==> config.mk <==
export PLATFORM = sky130hd
export DESIGN_NAME = avmpu_pixel
export DESIGN_NICKNAME = d
export VERILOG_FILES = /design/src/assert_macros.svh /design/src/avmpu_pkg.sv /design/src/avmpu_pixel.sv
export SDC_FILE = /design/constraint.sdc
export NUM_CORES = 1
export LEC_CHECK = 0
export BUFFER_PORTS_ARGS = -buffer_cell sky130_fd_sc_hd__buf_2
export CORE_AREA = 2 2 39 41
export DETAILED_ROUTE_END_ITERATION = 8
export DIE_AREA = 0 0 41 43
export PLACE_DENSITY_LB_ADDON = 0.08
export RECOVER_POWER = 100
export SYNTH_ARGS = -nofsm -noshare
export SYNTH_HDL_FRONTEND = slang
export SYNTH_SLANG_ARGS = --single-unit
==> constraint.sdc <==
create_clock -name vclk -period 1.9
set_input_delay 0.38 -clock vclk [all_inputs]
set_output_delay 0.38 -clock vclk [all_outputs]
set_load 0.02 [all_outputs]
==> src/assert_macros.svh <==
// Assertion macros shared by the RTL of the attribute video memory pixel unit.
// Each macro checks a property on the rising edge of clk_i, disabled in reset.
// Synthesis builds see empty bodies.
`ifndef ASSERT_MACROS_SVH
`define ASSERT_MACROS_SVH
`ifndef SYNTHESIS
`define ASSERT_AT(name, prop) \
  name: assert property (@(posedge clk_i) disable iff (!rst_ni) prop) \
    else $error("assertion failed");
`define ASSERT_NEVER(name, expr) \
  name: assert property (@(posedge clk_i) disable iff (!rst_ni) !(expr)) \
    else $error("forbidden condition seen");
`else
`define ASSERT_AT(name, prop)
`define ASSERT_NEVER(name, expr)
`endif
`endif

==> src/avmpu_pkg.sv <==
// Shared types and constants of the attribute video memory pixel unit.
// No dependencies; used by every module of the block.
`timescale 1ns / 1ps
package avmpu_pkg;

  // Operation codes of a transaction.
  localparam logic [2:0] MODE_RD_LATCH = 3'd0;
  localparam logic [2:0] MODE_WR_LATCH = 3'd1;
  localparam logic [2:0] MODE_CPU_RD   = 3'd2;
  localparam logic [2:0] MODE_CPU_WR   = 3'd3;
  localparam logic [2:0] MODE_FETCH    = 3'd4;

  // CPU addresses at or above this one also move attribute bits.
  localparam logic [15:0] ATTR_SPLIT = 16'h2000;

  // Bit positions inside the merged attribute byte.
  localparam int unsigned ATTR_BIT_INTENSITY = 0;
  localparam int unsigned ATTR_BIT_HIDE      = 1;
  localparam int unsigned ATTR_BIT_LATCH_WE  = 2;
  localparam int unsigned ATTR_BIT_REVERSE   = 4;
  localparam int unsigned ATTR_BIT_BLANK     = 5;
  localparam int unsigned ATTR_BIT_BOLD      = 6;
  localparam int unsigned ATTR_BIT_BLINK_PH  = 7;

  // Pixel color codes.
  localparam logic [1:0] COLOR_BLACK  = 2'd0;
  localparam logic [1:0] COLOR_NORMAL = 2'd1;
  localparam logic [1:0] COLOR_BRIGHT = 2'd2;

  // Write request from the access stage to the memories.
  typedef struct packed {
    logic       we;
    logic       attr_we;
    logic [7:0] wdata;
    logic [1:0] attr_wdata;
  } mem_req_t;

endpackage

==> src/avmpu_pixel.sv <==
// Expands one video byte into eight 2-bit color codes under an attribute byte.
// Depends on avmpu_pkg for attribute bit positions and color codes.
`timescale 1ns / 1ps
module avmpu_pixel (
  input  logic [7:0]  data_i,
  input  logic [7:0]  attr_i,
  output logic [15:0] pixels_o
);

  logic       hide;
  logic       bright_sel;
  logic [1:0] color [8];

  assign hide = attr_i[avmpu_pkg::ATTR_BIT_HIDE] & ~attr_i[avmpu_pkg::ATTR_BIT_BLINK_PH];
  assign bright_sel = ~attr_i[avmpu_pkg::ATTR_BIT_BOLD] ^ attr_i[avmpu_pkg::ATTR_BIT_INTENSITY];

  // Each pixel is independent; the leftmost pixel is data bit 7.
  always_comb begin
    for (int i = 0; i < 8; i++) begin
      logic bit_on;
      bit_on = (data_i[7-i] & ~hide) ^ attr_i[avmpu_pkg::ATTR_BIT_REVERSE];
      if (attr_i[avmpu_pkg::ATTR_BIT_BLANK] || !bit_on) begin
        color[i] = avmpu_pkg::COLOR_BLACK;
      end else if (bright_sel) begin
        color[i] = avmpu_pkg::COLOR_BRIGHT;
      end else begin
        color[i] = avmpu_pkg::COLOR_NORMAL;
      end
    end
  end

  assign pixels_o = {color[0], color[1], color[2], color[3],
                     color[4], color[5], color[6], color[7]};

endmodule

Word-level counts from Yosys, hierarchy flattened. Index checks and enable logic that the tools add are counted.

Bits in registers: 0. Input bits: 16.

Muxes and demuxes: 9. Bitwise logic cells: 21. Reduce and logical (&&, ||, !) cells: 16.

Operator list (number): 2-bit two-way mux (9); 1-bit bitwise AND (9); 1-bit XOR (9); 1-bit logical NOT (8); 1-bit logical OR (8); 1-bit NOT (3).

Longest topological paths before layout. Gate-level depths: netlist (run 1).

Word-level depth: 8. Depth in mapped cells: 4.

Worst setup path after synthesis (run 1). No wires, ideal clock.

Path type: in2out. From: in attr_i[7]. To: out pixels_o[11]. Path buffers: 0. Data arrival time: 1.137 ns. Stages on the path: 3. Path slack: 0.383 ns. Cell sequence: and2b_4 -> o21ai_2 -> nor3_2.

Cells in the longest elaborated chain, start to end: 8.

Ends and longest elaborated chain: from (decl) (RTL line avmpu_pixel.sv:6) `input logic [7:0] attr_i,`; 1-bit NOT (RTL line avmpu_pixel.sv:14) `assign hide = attr_i[avmpu_pkg::ATTR_BIT_HIDE] & ~attr_i[avmpu_pkg::ATTR_BIT_BLINK_PH];`; 1-bit bitwise AND (RTL line avmpu_pixel.sv:14); 1-bit NOT (RTL line avmpu_pixel.sv:21) `bit_on = (data_i[7-i] & ~hide) ^ attr_i[avmpu_pkg::ATTR_BIT_REVERSE];`; 1-bit bitwise AND (RTL line avmpu_pixel.sv:21); 1-bit XOR (RTL line avmpu_pixel.sv:21); 1-bit logical NOT (RTL line avmpu_pixel.sv:22) `if (attr_i[avmpu_pkg::ATTR_BIT_BLANK] || !bit_on) begin`; 1-bit logical OR (RTL line avmpu_pixel.sv:22); 2-bit two-way mux (RTL line avmpu_pixel.sv:22); to (decl) (RTL line avmpu_pixel.sv:7) `output logic [15:0] pixels_o`.

Every way passes these cells.

Worst setup path in the final report (run 1).
From: in attr_i[7]. To: out pixels_o[7].

Same word-level chain as after synthesis.

==> impl_results.md, run 1 <==
* Hold depth at 4
* Hold Crit Start: data_i[7]
* GP Congestion at 0.689
* Gr ovfl total at 0
* Crit Path Max Fanout at 8
* P_leak at 0.258 nW
* # rows at 14
* Max Slew Vio Count at 0
* Core area at 0.00138 mm²
* Worst path most repeated cell: buf_2
* Max Freq at 541 MHz
* Total power draw at 155 µW
* Worst min-delay path class: in2out
* Via density at 5.13
* Setup crit end kind: output pin
* Sequential share of the synthesized area at 0%
* Max VDD drop at 0.0817 mV
* Cts hold-fix bufs at 0
* GRT Util Overall at 13.1%
* Period minus WS final at 1.85 ns
* Worst EP required at 1.52 ns
* Combinational group share of total power at 100.0%
* Die footprint at 0.00176 mm²
* Clock Power Share at 0%
* Post-route DRC at 0
* Antenna violations before repair at 0
* # diodes at 0
* Reg area at 0 µm²
* Outcome: finished, final reports clean
* CP cell instances: buf_2 -> or3b_1 -> o21ai_2 -> nor3_1 -> buf_2
* Part of the power in registers at 0%
* Mapped cell area at 408 µm²
* Synthesis Warnings at 0
* Max-cap violations at 0
* Die Wd at 41 µm
* Slowest cell on the critical path: or3b_1
* Area delta synth->final at 34.7%
* Mapped Cells at 59
* Final Cycle Share at 97.3%
* Net Count, Synth at 75
* P_int at 55.4 µW
* Max incr delay on CP at 0.58 ns
* # resized after CTS at 0
* Clock buffers at 0
* Proportion of layout cells with a drive suffix above 1 at 64.0%
* Sw Pwr at 99.9 µW
* Hold Slack at 1.20 ns
* Port bufs at 30
* First-pass GRT wire length at 1750 µm
* RSZ-0062 raised after global routing: no
* Number of global-route vias before repair at 417
* DR iter-0 viols at 7
* Avg WL per Cell at 11.5 µm
* Startpoint types: input port
* Final #Nets at 104
* Setup violations, final at 0
* Setup TNS at 0 ns
* I/O pin cnt at 32
* Crit path launch: attr_i[7]
* Kind of critical path: in2out
* Chip height at 43 µm
* Switching Share at 64.3%
* Routed wire length at 1170 µm
* Setup Fix Bufs, Post-CTS at 0
* Post-place setup slack at 0.0510 ns
* Seq Cell Count at 0
* Via count at 523
* Netlist cell types at 16
* Hold Violations, Final at 0
* Router iterations before antenna repair at 4
* Detail Placement HPWL at 870 µm
* Initial core utilization at 29.5%
* Routed Antenna Nets at 0
* Slew of the pin with the lowest slew margin at 0.442 ns
* Slew HR at 70.5%
* Power per cell area at 283 mW/mm²
* Post-Synthesis Mean Instance Area at 6.91 µm²
* Layout fillers at 164
* Setup slack after layout at 0.0522 ns
* CP Data Arrival Time at 1.47 ns
* Largest net degree at the start of global routing at 25
final cells by class:
type	count	area [µm²]	area share, %
repair buffers	31	158	28.7
multi-input cells	54	368	67.0
well taps	16	20.0	3.64
inverters	1	3.75	0.683
cells in the final DEF, fill, tap and decap left out, drive strengths merged:
master  synthesis  routed
a21o            1       1
a21oi           1       1
and2b           1       1
clkbuf          1       7
or3b            1       1
nor2            8       8
nor3            8       8
o211ai          8       8
nand2b          1       1
o21ai          16      16
buf             3      24
or2             1       1
inv             1       1
nand2           8       8
logic make-up (layout without fill, tap and decap cells):
| family | Yosys count | in the layout | share of synthesized area, % |
|---|---|---|---|
| simple gates | 28 | 28 | 46.9 |
| compound gates | 26 | 26 | 45.7 |
| buf+inv | 5 | 32 | 7.36 |
path summary, 6_finish.rpt:
kind	endpoint	slack, ns
max	pixels_o[7]	0.05
min	pixels_o[14]	1.20
power groups by stage:
stage | Sequential, mW | Clock (mW) | Combinational [mW]
floorplan | 0 | 0 | 0.109
global placement | 0 | 0 | 0.157
detailed placement | 0 | 0 | 0.159
CTS | 0 | 0 | 0.159
global route | 0 | 0 | 0.170
finish | 0 | 0 | 0.155
metal layers:
layer	track usage [%]	vias to the layer above	part of all wire (%)
li1	-	277	-
met4	0	0	0
met5	0	-	0
met1	18.0	228	45
met3	0	0	4.9
met2	23.1	18	50
metrics by stage:
| step | cell area, µm² | instances | utilization [%] |
|---|---|---|---|
| 2_1_floorplan | 408 | 59 | - |
| 3_3_place_gp | 559 | 102 | 40.4 |
| 3_5_place_dp | 559 | 102 | 40.4 |
| 4_1_cts | 559 | 102 | 40.4 |
| 5_1_grt | 549 | 102 | 39.7 |
| 6_report | 549 | 102 | 39.7 |
synth_stat cells:
cell type / instances / share of area (%)
or2_1: 1 / 1.5
a21o_1: 1 / 1.8
clkbuf_2: 1 / 1.2
o21ai_2: 8 / 17
or3b_1: 1 / 2.1
nor3_2: 8 / 20
o21ai_0: 8 / 9.8
inv_1: 1 / 0.92
nand2_1: 8 / 7.4
nand2b_1: 1 / 1.5
nor2_2: 8 / 12
o211ai_1: 8 / 15
buf_6: 1 / 2.8
a21oi_2: 1 / 2.1
buf_2: 2 / 2.5
and2b_4: 1 / 2.5
worst max-delay path: cells and delay by family:
kind / cells / cell delay (ns)
AO/OA/AOI/OAI: 1 / 0.16
buffers and inverters: 2 / 0.27
AND/OR/NAND/NOR: 2 / 0.66
Note: power is estimated with default switching activity, not from simulation.
==> inputs of run 2 (changes only) <==
--- a/config.mk
+++ b/config.mk
@@ -5,6 +5,7 @@
 export SDC_FILE = /design/constraint.sdc
 export NUM_CORES = 1
 export LEC_CHECK = 0
+export ABC_AREA = 1
 export BUFFER_PORTS_ARGS = -buffer_cell sky130_fd_sc_hd__buf_2
 export CORE_AREA = 2 2 39 41
 export DETAILED_ROUTE_END_ITERATION = 8
==> run 2 against run 1 <==
Combinational power shrank 19%. Routed wire length decreased by 21%. Synthesized cell count down 5.1%. Total power is 19% lower. Die area did not move. Global-route usage is 1.7 points lower. Largest cell class unchanged. Utilization is 11 points lower.
==> impl_results.md, run 2 <==
* Outcome: finished, final reports clean
* Setup TNS at 0 ns
* P_int at 39.7 µW
* Via count at 440
* Die footprint at 0.00176 mm²
* Hold Slack at 1.19 ns
* Proportion of netlist area held by the largest area contributor at 31.7%
* Setup violations, final at 0
* CP Data Arrival Time at 1.33 ns
* GP Congestion at 0.644
* Post-Synthesis Mean Instance Area at 4.51 µm²
* Sequential share of the synthesized area at 0%
* Mapped Cells at 56
* Layout fillers at 183
* Antenna violations before repair at 0
* Cts hold-fix bufs at 0
* Max Freq at 583 MHz
* Proportion of layout cells with a drive suffix above 1 at 25.9%
* Via density at 4.36
* Part of the power in registers at 0%
* Yosys top cell by area: nand3_1
* # rows at 14
* Avg WL per Cell at 9.16 µm
* Routed wire length at 925 µm
* CP cell instances: buf_2 -> xor2_2 -> inv_4 -> nor2_1 -> clkbuf_1
* Slew HR at 72.5%
* Worst EP required at 1.52 ns
* Slew of the pin with the lowest slew margin at 0.412 ns
* Area after DPL at 418 µm²
* Routed Antenna Nets at 0
* Crit Path Max Fanout at 8
* Max-cap violations at 0
* Reg area at 0 µm²
* Slowest cell on the critical path: xor2_2
* Worst min-delay path class: in2out
* # diodes at 0
* Commonest non-fill, non-tap cell in the layout: buf_2
* Clock Power Share at 0%
* Max VDD drop at 0.0957 mV
* Final #Nets at 103
* Startpoint types: input port
* DR iter-0 viols at 7
* I/O pin cnt at 32
* Hold Violations, Final at 0
* Power per cell area at 316 mW/mm²
* Final Cycle Share at 90.2%
* GRT Util Overall at 11.4%
* Top cells by area, synth: nand3_1, nand2_1, nor2_1
* Detail Placement HPWL at 703 µm
* Clock buffers at 0
* Post-route DRC at 0
* Combinational group share of total power at 100.0%
* Die Wd at 41 µm
* Period minus WS final at 1.71 ns
* Router iterations before antenna repair at 4
* Area delta synth->final at 57.4%
* First-pass GRT wire length at 1520 µm
* Netlist cell types at 10
* Switching Share at 68.4%
* Initial core utilization at 18.3%
* Setup Fix Bufs, Post-CTS at 0
* Sw Pwr at 85.9 µW
* Port bufs at 30
* Number of global-route vias before repair at 376
* # resized after CTS at 0
* Most frequent cells in the layout: buf_2, nand2_1, nand3_1, nor2_1, clkbuf_1
* Fin util at 28.8%
* Largest net degree at the start of global routing at 17
* Commonest cells in the synthesized netlist: nand2_1, nand3_1, nor2_1
* Gr ovfl total at 0
* Setup crit end kind: output pin
* Synthesis Warnings at 0
* P_leak at 0.222 nW
* Chip height at 43 µm
* RSZ-0062 raised after global routing: no
* Net Count, Synth at 72
* Seq Cell Count at 0
* Total power draw at 126 µW
* Max incr delay on CP at 0.37 ns
* Final Cell Area at 398 µm²
* Kind of critical path: in2out
* Core area at 0.00138 mm²
* Max Slew Vio Count at 0
* Mapped cell area at 253 µm²
[run 2: changes by cell type after synthesis, sizes merged, moves of 3 or more]
cell and delta:
nand3 +16, o21ai -16, nand2 +9, nor2 +8
nor3 -8, o211ai -8, inv +3
[run 2: path summary, 6_finish.rpt]
check / cells past startpoint / to / slack (ns) / from
max: 5 / pixels_o[4] / 0.19 / attr_i[0]
min: 5 / pixels_o[9] / 1.19 / data_i[4]
[run 2: layer usage]
metal  vias to the layer above  part of all wire, %  track usage [%]
met5                         -                    0                0
met4                         0                    0                0
met3                         0                  8.6                0
met2                        22                   47             18.8
met1                       181                   45             17.1
li1                        237                    -                -
[run 2: through the flow]
| step | instances | setup WS, ns |
|---|---|---|
| after global placement | 101 | 0.233 |
| after floorplan | 56 | 0.407 |
| after CTS | 101 | 0.228 |
| final | 101 | 0.186 |
| after global routing | 101 | 0.0737 |
| after detailed placement | 101 | 0.230 |
[run 2: kinds of logic after synthesis]
kind of cell,synth area share [%]
XOR/XNOR,6.44
AND/OR/NAND/NOR,81.7
buffers and inverters,11.9
[run 2: power groups by stage]
stage	logic (mW)	clock network, mW	registers, mW
6_report	0.126	0	0
2_1_floorplan	0.0843	0	0
5_1_grt	0.143	0	0
3_3_place_gp	0.133	0	0
3_5_place_dp	0.134	0	0
4_1_cts	0.134	0	0
[run 2: area by class of cell]
class	instances	area, µm²	area share [%]
Timing Repair Buffer	31	138	34.6
Tap cell	16	20.0	5.03
Multi-Input combinational cell	50	223	56.0
Inverter	4	17.5	4.40
[run 2: critical path, delay by kind of cell]
kind | cells | cell delay (ns)
buf+inv | 3 | 0.46
simple gates | 1 | 0.12
xor+xnor | 1 | 0.37
